`config.mk`:
```
export PLATFORM = sky130hd
export DESIGN_NAME = one_bit_sign_distance_estimate_unit
export DESIGN_NICKNAME = d
export VERILOG_FILES = /design/src/hw/rtl/osde_pkg.sv /design/src/hw/rtl/osde_isqrt.sv /design/src/hw/rtl/one_bit_sign_distance_estimate_unit.sv
export SDC_FILE = /design/constraint.sdc
export NUM_CORES = 2
export LEC_CHECK = 0
export BUFFER_PORTS_ARGS = -buffer_cell sky130_fd_sc_hd__buf_2
export CAP_MARGIN = 25
export CORE_MARGIN = 5
export CORE_UTILIZATION = 59
export CTS_CLUSTER_DIAMETER = 50
export DETAILED_ROUTE_END_ITERATION = 8
export PLACE_DENSITY = 0.76
export REMOVE_ABC_BUFFERS = 1
export SLEW_MARGIN = 20
export SYNTH_ARGS = -nofsm -noshare
export SYNTH_HDL_FRONTEND = slang
export SYNTH_SLANG_ARGS = --single-unit
```
`constraint.sdc`:
```
create_clock -name clk_i -period 10.7 [get_ports clk_i]
set_input_delay 0.535 -clock clk_i [delete_from_list [all_inputs] [get_ports clk_i]]
set_output_delay 0.535 -clock clk_i [all_outputs]
set_load 0.005 [all_outputs]
```
`src/hw/rtl/osde_pkg.sv`:
```
// Package for the one-bit sign distance estimate unit.
// Holds payload structs, accumulator widths and the square-root status type.
// No dependencies.
package osde_pkg;

  localparam int unsigned CompW   = 16;  // vector component width
  localparam int unsigned MagW    = 17;  // magnitude of a centred component
  localparam int unsigned TermW   = 18;  // signed-sum term width
  localparam int unsigned SqW     = 45;  // squared-sum accumulators
  localparam int unsigned SumW    = 28;  // signed query sum
  localparam int unsigned InvW    = 16;  // Q0.16 reciprocal root of dimension
  localparam int unsigned NormW   = 23;  // floor(sqrt) of a 45-bit value
  localparam int unsigned EstW    = 46;  // result width
  localparam int unsigned MulW    = 28;  // shared multiplier operand width
  localparam int unsigned ProdW   = 51;  // widest product kept

  localparam logic [InvW-1:0] InvSqrtDimReset = 16'd5793;
  localparam logic [EstW-1:0] EstMax          = {EstW{1'b1}};

  typedef struct packed {
    logic signed [CompW-1:0] query_value;
    logic signed [CompW-1:0] data_value;
    logic signed [CompW-1:0] center_value;
    logic                    last_element;
  } in_item_t;

  typedef struct packed {
    logic [EstW-1:0] distance_estimate;
    logic            fallback_used;
  } out_item_t;

  typedef struct packed {
    logic busy;
    logic done;
  } sqrt_stat_t;

endpackage

```
`src/hw/rtl/osde_isqrt.sv`:
```
// Iterative integer square root, one result bit per cycle.
// Depends on osde_pkg for widths and the status struct.
module osde_isqrt (
  input  logic                            clk_i,
  input  logic                            rst_ni,
  input  logic                            start_i,
  input  logic [osde_pkg::SqW-1:0]        value_i,
  output logic [osde_pkg::NormW-1:0]      root_o,
  output osde_pkg::sqrt_stat_t            stat_o
);
  import osde_pkg::*;

  logic [SqW-1:0] v_q, v_d;
  logic [SqW-1:0] r_q, r_d;
  logic [SqW-1:0] bit_q, bit_d;
  logic           busy_q, done_q;
  logic [SqW:0]   trial;
  logic           take;

  // Classic restoring scheme: bit walks down by powers of four.
  assign trial = {1'b0, r_q} + {1'b0, bit_q};
  assign take  = {1'b0, v_q} >= trial;

  always_comb begin
    v_d   = v_q;
    r_d   = r_q >> 1;
    bit_d = bit_q >> 2;
    if (take) begin
      v_d = v_q - trial[SqW-1:0];
      r_d = (r_q >> 1) + bit_q;
    end
  end

  always_ff @(posedge clk_i or negedge rst_ni) begin
    if (!rst_ni) begin
      busy_q <= 1'b0;
      done_q <= 1'b0;
    end else if (start_i) begin
      busy_q <= 1'b1;
      done_q <= 1'b0;
    end else if (busy_q) begin
      busy_q <= ~bit_q[0];
      done_q <= bit_q[0];
    end else begin
      done_q <= 1'b0;
    end
  end

  always_ff @(posedge clk_i) begin
    if (start_i) begin
      v_q   <= value_i;
      r_q   <= '0;
      bit_q <= {1'b1, {(SqW-1){1'b0}}};
    end else if (busy_q) begin
      v_q   <= v_d;
      r_q   <= r_d;
      bit_q <= bit_d;
    end
  end

  assign root_o      = r_q[NormW-1:0];
  assign stat_o.busy = busy_q;
  assign stat_o.done = done_q;

endmodule

```
`src/hw/rtl/one_bit_sign_distance_estimate_unit.sv`:
```
// Top level of the one-bit sign distance estimate unit: sequencer, shared
// multiplier, accumulators and output register. Uses osde_pkg and osde_isqrt.
//
//  channel | dir | handshake                 | payload
//  --------+-----+---------------------------+-----------------------------
//  in      | in  | in_valid_i / in_stall_o   | in_data_i  (osde_pkg::in_item_t)
//  out     | out | out_valid_o / out_stall_i | out_data_o (osde_pkg::out_item_t)
//  cfg     | in  | cfg_valid_i / cfg_ready_o | cfg_data_i (inv_sqrt_dim, Q0.16)
//
// A dimension without the last mark takes a transfer, then two passes
// through the single 28x28 multiplier and a saturating add.
// A last dimension adds the kick and wait of the bit-serial square root, up to
// six multiply/add steps and one output load before the result.
// in_stall_o is high whenever the sequencer is busy; a stalled result holds
// the sequencer in its output state. Reset clears accumulators and sets
// inv_sqrt_dim to 5793. Config is taken in any cycle.
module one_bit_sign_distance_estimate_unit (
  input  logic                          clk_i,
  input  logic                          rst_ni,
  input  logic                          in_valid_i,
  output logic                          in_stall_o,
  input  osde_pkg::in_item_t            in_data_i,
  output logic                          out_valid_o,
  input  logic                          out_stall_i,
  output osde_pkg::out_item_t           out_data_o,
  input  logic                          cfg_valid_i,
  output logic                          cfg_ready_o,
  input  logic [osde_pkg::InvW-1:0]     cfg_data_i
);
  import osde_pkg::*;

  // Sequencer codes
  localparam logic [3:0] S_IDLE = 4'd0;   // waiting for a transfer
  localparam logic [3:0] S_MQ   = 4'd1;   // query square, signed-sum update
  localparam logic [3:0] S_MX   = 4'd2;   // data square, query acc
  localparam logic [3:0] S_MA   = 4'd3;   // data acc
  localparam logic [3:0] S_SQS  = 4'd4;   // kick square root
  localparam logic [3:0] S_SQW  = 4'd5;   // wait for root
  localparam logic [3:0] S_P1   = 4'd6;   // fallback check, |sum| * inv
  localparam logic [3:0] S_P2   = 4'd7;   // norm * p_hi
  localparam logic [3:0] S_P3   = 4'd8;   // norm * p_lo
  localparam logic [3:0] S_P4   = 4'd9;   // rounding, q + d
  localparam logic [3:0] S_P5   = 4'd10;  // inner-product magnitude
  localparam logic [3:0] S_P6   = 4'd11;  // final combine and clamp
  localparam logic [3:0] S_OUT  = 4'd12;  // load output register

  logic [3:0]             state_q, state_d;
  logic [InvW-1:0]        inv_q;

  // per-dimension operands
  logic [MagW-1:0]        qm_q, xm_q;
  logic signed [TermW-1:0] term_q;
  logic                   last_q;

  // accumulators
  logic [SqW-1:0]         qsum_q, dsum_q;
  logic signed [SumW-1:0] ssum_q;

  // shared multiplier
  logic [MulW-1:0]        mul_a, mul_b;
  logic [2*MulW-1:0]      mul_full;
  logic [ProdW-1:0]       prod_q;

  // finishing datapath
  logic [NormW-1:0]       norm_q;
  logic [InvW-1:0]        plo_q;
  logic [ProdW-1:0]       hi_q;
  logic [NormW:0]         rnd_q;
  logic [EstW-1:0]        tsum_q;
  logic [ProdW:0]         ipm_q;
  logic [EstW-1:0]        est_q;
  logic                   fallback_q;

  logic                   out_valid_q;
  out_item_t              out_q;

  logic                   in_xfer, out_load;
  logic signed [MagW-1:0] qc, xc;
  logic [MulW-1:0]        smag;
  logic [SqW:0]           qsum_add, dsum_add;
  logic signed [SumW:0]   ssum_add;
  logic [ProdW+1:0]       two_ip;
  logic [ProdW+2:0]       grow;

  logic                   sq_start;
  logic [NormW-1:0]       sq_root;
  sqrt_stat_t             sq_stat;

  osde_isqrt u_isqrt (
    .clk_i   (clk_i),
    .rst_ni  (rst_ni),
    .start_i (sq_start),
    .value_i (dsum_q),
    .root_o  (sq_root),
    .stat_o  (sq_stat)
  );

  assign in_stall_o  = (state_q != S_IDLE);
  assign in_xfer     = in_valid_i && !in_stall_o;
  assign cfg_ready_o = 1'b1;
  assign sq_start    = (state_q == S_SQS);
  assign out_load    = (state_q == S_OUT) && (!out_valid_q || !out_stall_i);

  // centred components, exact in 17 bits
  assign qc = MagW'(in_data_i.query_value) - MagW'(in_data_i.center_value);
  assign xc = MagW'(in_data_i.data_value) - MagW'(in_data_i.center_value);

  assign smag = ssum_q[SumW-1] ? MulW'(-ssum_q) : MulW'(ssum_q);

  // operand select for the one multiplier
  always_comb begin
    mul_a = '0;
    mul_b = '0;
    case (state_q)
      S_MQ: begin
        mul_a = MulW'(qm_q);
        mul_b = MulW'(qm_q);
      end
      S_MX: begin
        mul_a = MulW'(xm_q);
        mul_b = MulW'(xm_q);
      end
      S_P1: begin
        mul_a = smag;
        mul_b = MulW'(inv_q);
      end
      S_P2: begin
        mul_a = MulW'(norm_q);
        mul_b = MulW'(prod_q[43:16]);
      end
      S_P3: begin
        mul_a = MulW'(norm_q);
        mul_b = MulW'(plo_q);
      end
      default: begin
        mul_a = '0;
        mul_b = '0;
      end
    endcase
  end

  assign mul_full = mul_a * mul_b;

  // saturating adds; squares are at most 34 bits
  assign qsum_add = {1'b0, qsum_q} + (SqW+1)'(prod_q[2*MagW-1:0]);
  assign dsum_add = {1'b0, dsum_q} + (SqW+1)'(prod_q[2*MagW-1:0]);
  assign ssum_add = (SumW+1)'(ssum_q) + (SumW+1)'(term_q);

  // final combine: sum of squares minus or plus twice the estimate
  assign two_ip = {ipm_q, 1'b0};
  assign grow   = (ProdW+3)'(tsum_q) + (ProdW+3)'(two_ip);

  always_comb begin
    state_d = state_q;
    case (state_q)
      S_IDLE: if (in_xfer) state_d = S_MQ;
      S_MQ:   state_d = S_MX;
      S_MX:   state_d = S_MA;
      S_MA:   state_d = last_q ? S_SQS : S_IDLE;
      S_SQS:  state_d = S_SQW;
      S_SQW:  if (sq_stat.done) state_d = S_P1;
      S_P1:   state_d = (norm_q == '0 || inv_q == '0) ? S_OUT : S_P2;
      S_P2:   state_d = S_P3;
      S_P3:   state_d = S_P4;
      S_P4:   state_d = S_P5;
      S_P5:   state_d = S_P6;
      S_P6:   state_d = S_OUT;
      S_OUT:  if (out_load) state_d = S_IDLE;
      default: state_d = S_IDLE;
    endcase
  end

  always_ff @(posedge clk_i or negedge rst_ni) begin
    if (!rst_ni) begin
      state_q     <= S_IDLE;
      inv_q       <= InvSqrtDimReset;
      qsum_q      <= '0;
      dsum_q      <= '0;
      ssum_q      <= '0;
      out_valid_q <= 1'b0;
    end else begin
      state_q <= state_d;
      if (cfg_valid_i && cfg_ready_o) begin
        inv_q <= cfg_data_i;
      end
      if (state_q == S_MQ) begin
        if (ssum_add > (SumW+1)'(signed'({2'b00, {(SumW-1){1'b1}}}))) begin
          ssum_q <= {1'b0, {(SumW-1){1'b1}}};
        end else if (ssum_add < (SumW+1)'(signed'({2'b11, {(SumW-1){1'b0}}}))) begin
          ssum_q <= {1'b1, {(SumW-1){1'b0}}};
        end else begin
          ssum_q <= ssum_add[SumW-1:0];
        end
      end
      if (state_q == S_MX) begin
        qsum_q <= qsum_add[SqW] ? {SqW{1'b1}} : qsum_add[SqW-1:0];
      end
      if (state_q == S_MA) begin
        dsum_q <= dsum_add[SqW] ? {SqW{1'b1}} : dsum_add[SqW-1:0];
      end
      if (out_load) begin
        qsum_q <= '0;
        dsum_q <= '0;
        ssum_q <= '0;
      end
      if (out_load) begin
        out_valid_q <= 1'b1;
      end else if (!out_stall_i) begin
        out_valid_q <= 1'b0;
      end
    end
  end

  // payload registers
  always_ff @(posedge clk_i) begin
    if (in_xfer) begin
      qm_q   <= qc[MagW-1] ? MagW'(-qc) : MagW'(qc);
      xm_q   <= xc[MagW-1] ? MagW'(-xc) : MagW'(xc);
      term_q <= xc[MagW-1] ? -TermW'(qc) : TermW'(qc);
      last_q <= in_data_i.last_element;
    end
    if (state_q == S_MQ || state_q == S_MX || state_q == S_P1 ||
        state_q == S_P2 || state_q == S_P3) begin
      prod_q <= mul_full[ProdW-1:0];
    end
    if (state_q == S_SQW && sq_stat.done) begin
      norm_q <= sq_root;
    end
    if (state_q == S_P1) begin
      fallback_q <= (norm_q == '0 || inv_q == '0);
      est_q      <= EstW'(qsum_q);
    end
    if (state_q == S_P2) begin
      plo_q <= prod_q[InvW-1:0];
    end
    if (state_q == S_P3) begin
      hi_q <= prod_q;
    end
    if (state_q == S_P4) begin
      // round half up on the low partial product
      rnd_q  <= (NormW+1)'((prod_q[NormW+InvW-1:0] + (NormW+InvW+1)'(16'h8000)) >> 16);
      tsum_q <= EstW'(qsum_q) + EstW'(dsum_q);
    end
    if (state_q == S_P5) begin
      ipm_q <= (ProdW+1)'(hi_q) + (ProdW+1)'(rnd_q);
    end
    if (state_q == S_P6) begin
      if (ssum_q[SumW-1]) begin
        est_q <= (grow > (ProdW+3)'(EstMax)) ? EstMax : grow[EstW-1:0];
      end else begin
        est_q <= (two_ip > (ProdW+2)'(tsum_q)) ? '0 : tsum_q - two_ip[EstW-1:0];
      end
    end
    if (out_load) begin
      out_q.distance_estimate <= est_q;
      out_q.fallback_used     <= fallback_q;
    end
  end

  assign out_valid_o = out_valid_q;
  assign out_data_o  = out_q;

  // a plain dimension goes round the loop through MQ, MX and MA back to idle
  a_plain_dim_turnaround: assert property (@(posedge clk_i) disable iff (!rst_ni)
    in_xfer && !in_data_i.last_element |-> ##4 state_q == S_IDLE)
    else $error("plain dimension did not return to idle in four cycles");

  // root completion only seen while the sequencer waits for it
  a_root_done_in_wait: assert property (@(posedge clk_i) disable iff (!rst_ni)
    sq_stat.done |-> state_q == S_SQW)
    else $error("square root finished outside the wait state");

  // accumulators are fresh once a result is loaded
  a_acc_cleared: assert property (@(posedge clk_i) disable iff (!rst_ni)
    out_load |=> qsum_q == '0 && dsum_q == '0 && ssum_q == '0)
    else $error("accumulators not cleared after a result");

  // a non-fallback result must have come through a non-zero norm
  a_norm_nonzero: assert property (@(posedge clk_i) disable iff (!rst_ni)
    out_load && !fallback_q |-> norm_q != '0 && inv_q != '0)
    else $error("estimate path used with zero norm or zero reciprocal");

  // the root unit is idle whenever an item can be taken
  a_root_idle: assert property (@(posedge clk_i) disable iff (!rst_ni)
    state_q == S_IDLE |-> !sq_stat.busy)
    else $error("square root busy while the unit is idle");

endmodule
```
# Yosys cells after proc, flatten, opt, wreduce, memory -nomap -nowiden
# Index checks and enable logic that the tools add are counted.
[classes] addsub=17 mul=1 magnitude_cmp=5 eq_ne=16 muxes=37 bitwise_logic=1 n_reduce_logical=25
[ops] cell="2-to-1 mux 45 bit" count=10
[ops] cell="2-to-1 mux 46 bit" count=5
[ops] cell="2-to-1 mux 28 bit" count=5
[ops] cell="one-hot mux 28 bit (5 select lines)" count=1
[ops] cell="one-hot mux 28 bit (4 select lines)" count=1
[ops] cell="adder 45 x 34 -> 46 bit" count=2
[ops] cell="adder 45 x 45 -> 46 bit" count=2
[ops] cell="adder 46 x 53 -> 54 bit" count=1
[ops] cell="greater-than comparator 54 x 46 -> 1 bit (second input constant)" count=1
[ops] cell="greater-than comparator 53 x 46 -> 1 bit" count=1
[ops] cell="adder 51 x 24 -> 52 bit" count=1
[ops] cell="one-hot mux 4 bit (13 select lines)" count=1
[ops] cell="multiplier 28 x 28 -> 51 bit" count=1
[ops] cell=">= comparator 45 x 46 -> 1 bit" count=1
[ops] cell="subtractor 46 bit" count=1
[ops] cell="adder 44 x 45 -> 45 bit" count=1
[ops] cell="subtractor 45 bit" count=1
[ops] cell="adder 39 x 16 -> 40 bit (second input constant)" count=1
[ops] cell="negator 17 bit" count=2
[ops] cell="subtractor 16 x 16 -> 17 bit" count=2
[ops] cell="2-to-1 mux 16 bit" count=2
[ops] cell="adder 28 x 18 -> 29 bit" count=1
[ops] cell="greater-than comparator 29 x 28 -> 1 bit (second input constant)" count=1
[ops] cell="less-than comparator 29 x 28 -> 1 bit (second input constant)" count=1
[ops] cell="other kinds (24)" count=56
[totals] register_bits=664 in_bits=70 output_inout_bits=50 word_cells=130

# Longest topological paths before layout
[logic_depth] depth_word=6 mapped_depth=36 mapped_depth_nobuf=34

# Cells and area by module
# From an unflattened synthesis, not the netlist that was laid out.
[unflattened] cells_unflattened=7982 area_unflattened_um2=71813.9
[modules_own_cells] module="one_bit_sign_distance_estimate_unit" instances=1 cells_per_inst=6684 area_each_um2=61326.3 seq_area_each_um2=15767.6
[modules_own_cells] module="osde_isqrt" instances=1 cells_per_inst=1298 area_each_um2=10487.6 seq_area_each_um2=2762.6

# Worst setup path before layout
# No wires, ideal clock.
[synth_timing] kind="reg-to-reg" startpoint="reg state_q[3]" endpoint="reg prod_q[50] (data pin)" setup_time_ns=0.260 t_arrival_ns=10.073 required_ns=10.440 setup_slack_ns=0.367 path_stages_with_launch=33 n_path_buf=3 period_less_slack_ns=10.333 cell_sequence="dfrtp_1 -> clkbuf_1 -> nand2b_1 -> nor3_1 -> clkbuf_1 -> a222oi_1 -> nand2_1 -> clkbuf_1 -> nand2_1 -> fa_1 -> inv_1 -> fa_1 -> inv_1 -> fa_1 -> fa_1 -> inv_1 -> fa_1 -> fa_1 -> inv_1 -> fa_1 -> inv_1 -> ha_1 -> a21oi_1 -> o21ai_0 -> or4_1 -> a21oi_1 -> o21ai_1 -> o21ai_1 -> nand3_1 -> a221oi_1 -> o21ai_0 -> a21oi_1 -> xnor2_1"
[synth_via] elab_chain_len=4 elab_cells_between_ends=9 classes_between="mul (1); eq/ne (5); mux (2); reduce/logical (1)"
[synth_lines] item="start: declaration" line="one_bit_sign_distance_estimate_unit.sv:47" source="logic [3:0] state_q, state_d;"
[synth_lines] item="start signal: assignment" line="one_bit_sign_distance_estimate_unit.sv:182" source="state_q <= state_d;"
[synth_lines] item="equality test 4 x 3 -> 1 bit / equality test 4 bit (equally long branches)" line="one_bit_sign_distance_estimate_unit.sv:114" source="case (state_q)"
[synth_lines] item="OR reduction 2 bit (no line)"
[synth_lines] item="one-hot mux 28 bit (4 select lines)" line="one_bit_sign_distance_estimate_unit.sv:114"
[synth_lines] item="multiplier 28 x 28 -> 51 bit *" line="one_bit_sign_distance_estimate_unit.sv:142" source="assign mul_full = mul_a * mul_b;"
[synth_lines] item="net mul_full[50]" line="one_bit_sign_distance_estimate_unit.sv:61" source="logic [2*MulW-1:0] mul_full;"
[synth_lines] item="end signal: assignment" line="one_bit_sign_distance_estimate_unit.sv:224" source="prod_q <= mul_full[ProdW-1:0];"
[synth_lines] item="end: declaration" line="one_bit_sign_distance_estimate_unit.sv:62" source="logic [ProdW-1:0] prod_q;"
# The timed path passes the listed nets; every way through them passes the cells marked *.
# A chain may end at the register's enable or synchronous reset.

# Worst setup path in the final report
[layout_timing] startpoint="reg ssum_q[4]" endpoint="reg prod_q[49] (data pin)"
[layout_via] elab_chain_len=4
[layout_lines] item="start: declaration" line="one_bit_sign_distance_estimate_unit.sv:57" source="logic signed [SumW-1:0] ssum_q;"
[layout_lines] item="start signal: assignment" line="one_bit_sign_distance_estimate_unit.sv:188" source="ssum_q <= {1'b0, {(SumW-1){1'b1}}};"
[layout_lines] item="start signal: assignment" line="one_bit_sign_distance_estimate_unit.sv:190" source="ssum_q <= {1'b1, {(SumW-1){1'b0}}};"
[layout_lines] item="start signal: assignment" line="one_bit_sign_distance_estimate_unit.sv:192" source="ssum_q <= ssum_add[SumW-1:0];"
[layout_lines] item="negator 28 bit" line="one_bit_sign_distance_estimate_unit.sv:108" source="assign smag = ssum_q[SumW-1] ? MulW'(-ssum_q) : MulW'(ssum_q);"
[layout_lines] item="2-to-1 mux 28 bit *" line="one_bit_sign_distance_estimate_unit.sv:108"
[layout_lines] item="one-hot mux 28 bit (4 select lines) *" line="one_bit_sign_distance_estimate_unit.sv:114"
[layout_lines] item="multiplier 28 x 28 -> 51 bit *" line="one_bit_sign_distance_estimate_unit.sv:142"
[layout_lines] item="net mul_full[49]" line="one_bit_sign_distance_estimate_unit.sv:61"
# Marked as above.

==> flow_summary_export.csv <==
group,metric,value,unit
synth,ys_ff_latch,663,
cts,cts_root_buf,"clkbuf_16",
synth,yosysTopAreaCellShare,18.9,%
global_routing,grt_max_degree,84,
drt,firstDrtPassIters,9,
drt,vias,60700,
timing,tightestPinTransition,1.18,ns
pwr,p_per_area,360,mW/mm2
cts,clock_latency,0.72,ns
die,core,0.122,mm2
timing,hold_violations,0,
drt,drc,0,
timing,clock_skew,0.0489,ns
setup_path,r2r_end,"prod_q[49]",
timing,rsz0062_at_grt,"false",
drt,drtIter0Drc,6010,
die,die-width,359,um
setup_path,startpoint_type,"register",
setup_path,slowest_stage,"xor2_1",
global_routing,grt_pass1_wl,361000,um
setup_path,r2r_cells,30,
synth,ys_warn_count,0,
timing,period_needed,10.46,ns
run,drv_cap,0,
pwr,p_clk_share,11.1,%
pwr,p_seq_share,19.0,%
finish,fin_cells,9792,
synth,synthTopCellsByCount,"inv_1, nor2_1, nand2_1, fa_1, ha_1",
finish,nets,9432,
cts,postCtsSetupBuffers,0,
place,gp_congestion,1.07,
hold_path,whs_endpoint,"inv_q[4]",
pwr,p_sw_share,52.4,%
outcome,outcome,"completed",
setup_path,crit_required,11.13,ns
timing,max_freq,95.6,MHz
cts,clk_pin_slew,0.06,ns
setup_path,path_class,"reg -> reg",
pwr,power.total,28.2,mW
setup_path,crit_top_cell,"fa_1",
die,row_count,128,
synth,synth_async_sr_flop_share,21.3,%
synth,synth_edf_count,454,
global_routing,antenna_found_initial,7,
cts,cts_sinks,663,
cts,ctsLongestPathBuffers,3,
finish,synthToLayoutAreaGrowth,8.88,%
drt,vias_per_cell,6.20,
die,initial_core_util,59.2,%
setup_path,slowest_delay,0.67,ns
synth,synth_area,0.0720,mm2
setup_path,rr_startpoint,"ssum_q[4]",
place,port_buffers,118,
timing,timing.final.crit_share,97.8,%
global_routing,overflow,0,
setup_path,worstPathArrival,10.90,ns
setup_path,crit_path_end_kind,"register",
synth,synthDistinctLibCells,113,
global_routing,grt_pass1_vias,60300,
place,dp_hpwl,189000,um
synth,synth.most_common_cell,"inv_1",
synth,ys_seq_area_share,25.7,%
die,die_h,359,um
synth,synth.largest_area_cell,"edfxtp_1",
hold_path,worstHoldStart,"cfg_data_i[4]",
global_routing,track_usage,36.4,%
finish,design_area,0.0784,mm2
finish,fill_cells,10000,
timing,drv_slew,0,
pwr,power.leakage,35.4,nW
place,place_area,0.0752,mm2
hold_path,hold_depth,2,
pwr,combinationalPowerShare,69.9,%
synth,synth_area_leaders,"edfxtp_1, fa_1, ha_1, inv_1, dfrtp_1",
setup_path,regToRegSetupSlack,0.24,ns
synth,synth_flop_cell,"edfxtp_1",
cts,cts_tree,"built",
drt,post_drt_wl_per_cell,24.5,um
setup_path,cp_max_fo,10,
cts,cts_made_buffers,91,
setup_path,cp-startpoint,"ssum_q[4]",
die,ioPinCount,120,
synth,synth.avg_cell_area,9.07,um2
hold_path,hold_path.class,"in -> reg",
pwr,p_sw,14.8,mW
place,dp.cells,9610,
timing,tns,0,ns
pwr,peakVddDrop,353,uV
pwr,power.internal,13.4,mW
die,die_area,0.129,mm2
drt,wl,240000,um
timing,max_slew_margin,21.4,%
timing,setup_viol,0,
finish,drive_above_1_share,7.64,%
cts,ctsHtreeMaxLevel,3,
synth,synth_cells,7936,
drt,ant_nets,0,
cells by family after synthesis:
| group | after synthesis | synth area share, % |
|---|---|---|
| fa+ha+maj | 1281 | 29.3 |
| xor+xnor | 521 | 6.35 |
| flops | 663 | 25.7 |
| simple gates | 2267 | 14.2 |
| mux | 53 | 0.772 |
| compound gates | 1762 | 16.2 |
| other cells | 2 | 0.0104 |
| buf+inv | 1387 | 7.38 |
how the worst max path moves through the flow:
stage	cells after the start	slack [ns]	endpoint
finish	30	0.24	prod_q[49]
global route	30	0.009	prod_q[49]
CTS	30	0.45	prod_q[49]
detailed placement	30	0.47	prod_q[49]
global placement	30	0.57	prod_q[49]
floorplan	29	-2.42	prod_q[50]
per-stage QoR:
step | setup slack (ns) | hold slack (ns) | util (%)
6_report | 0.238 | 0.0896 | 64.5
5_1_grt | 0.00903 | 0.0683 | 64.4
4_1_cts | 0.452 | 0.0569 | 64.4
3_5_place_dp | 0.473 | 0.405 | 61.8
3_3_place_gp | 0.574 | 0.401 | 61.8
2_1_floorplan | -2.42 | 0.239 | -
power by group through the flow:
stage,registers (mW),clock network (mW),logic (mW)
after floorplan,4.91,0,13.5
after global placement,5.34,0,18.7
after detailed placement,5.35,0,19.2
after CTS,5.31,3.15,19.4
after global routing,5.38,3.25,21.6
final,5.36,3.12,19.7
state kept, by name, indices dropped and copies added (netlist names), 4 cells and up:
name and cells:
dsum_q 45, est_q 46, hi_q 51, inv_q 16, ipm_q 52, norm_q 23
out_data_o 47, plo_q 16, prod_q 51, qm_q 17, qsum_q 45, rnd_q 24
ssum_q 28, state_q 4, term_q 17, tsum_q 46, u_isqrt.bit_q 23, u_isqrt.r_q 45
u_isqrt.v_q 45, xm_q 17
cell usage in the layout (no fill, tap or decap), types with 46 or more instances in the layout:
master	instances
a31oi_1	132
o21bai_1	73
edfxtp_1	454
nand4_1	59
nor2b_1	58
and3_1	62
nand2_1	774
nand2b_1	65
ha_1	605
xor2_1	203
a21o_1	191
clkbuf_16	92
buf_2	118
o31ai_1	53
inv_1	1066
nand3_1	124
dfrtp_1	133
o21ai_0	270
conb_1	46
nor3_1	100
o21a_1	79
dfxtp_1	68
a21oi_1	516
xnor2_1	317
o211ai_1	58
buf_4	195
fa_1	676
nor2_1	775
worst max-delay path, delay by kind of cell (launching register included):
kind	cells	cell delay, ns
XOR/XNOR	2	0.77
buffers and inverters	5	0.36
AND/OR/NAND/NOR	5	1.51
flip-flops	1	0.45
adder cells (fa/ha/maj)	8	3.84
AO/OA/AOI/OAI	10	3.27
area by class of cell:
| class | instances | area, um2 | share of cell area, % |
|---|---|---|---|
| multi-input cells | 5930 | 48400 | 61.8 |
| flip-flops and latches | 663 | 18500 | 23.7 |
| inverters | 1073 | 4030 | 5.14 |
| clock buffers | 105 | 2350 | 3.00 |
| repair buffers | 322 | 2200 | 2.81 |
| well taps | 1625 | 2030 | 2.59 |
| clock inverters | 65 | 751 | 0.958 |
| diodes | 9 | 22.5 | 0.0287 |
metal layers:
metal,GRT usage [%],routed length [um]
met3,7.82,22900
met5,0,53
met1,44.8,88400
met2,57.8,108000
met4,24.4,20100
timing repair:
item                       in CTS  in global routing
setup endpoints to repair       0                  3
hold endpoints to repair       83                  0
hold buffers                    2                  0
resized for setup               0                  1
(Power assumes the default switching activity.)
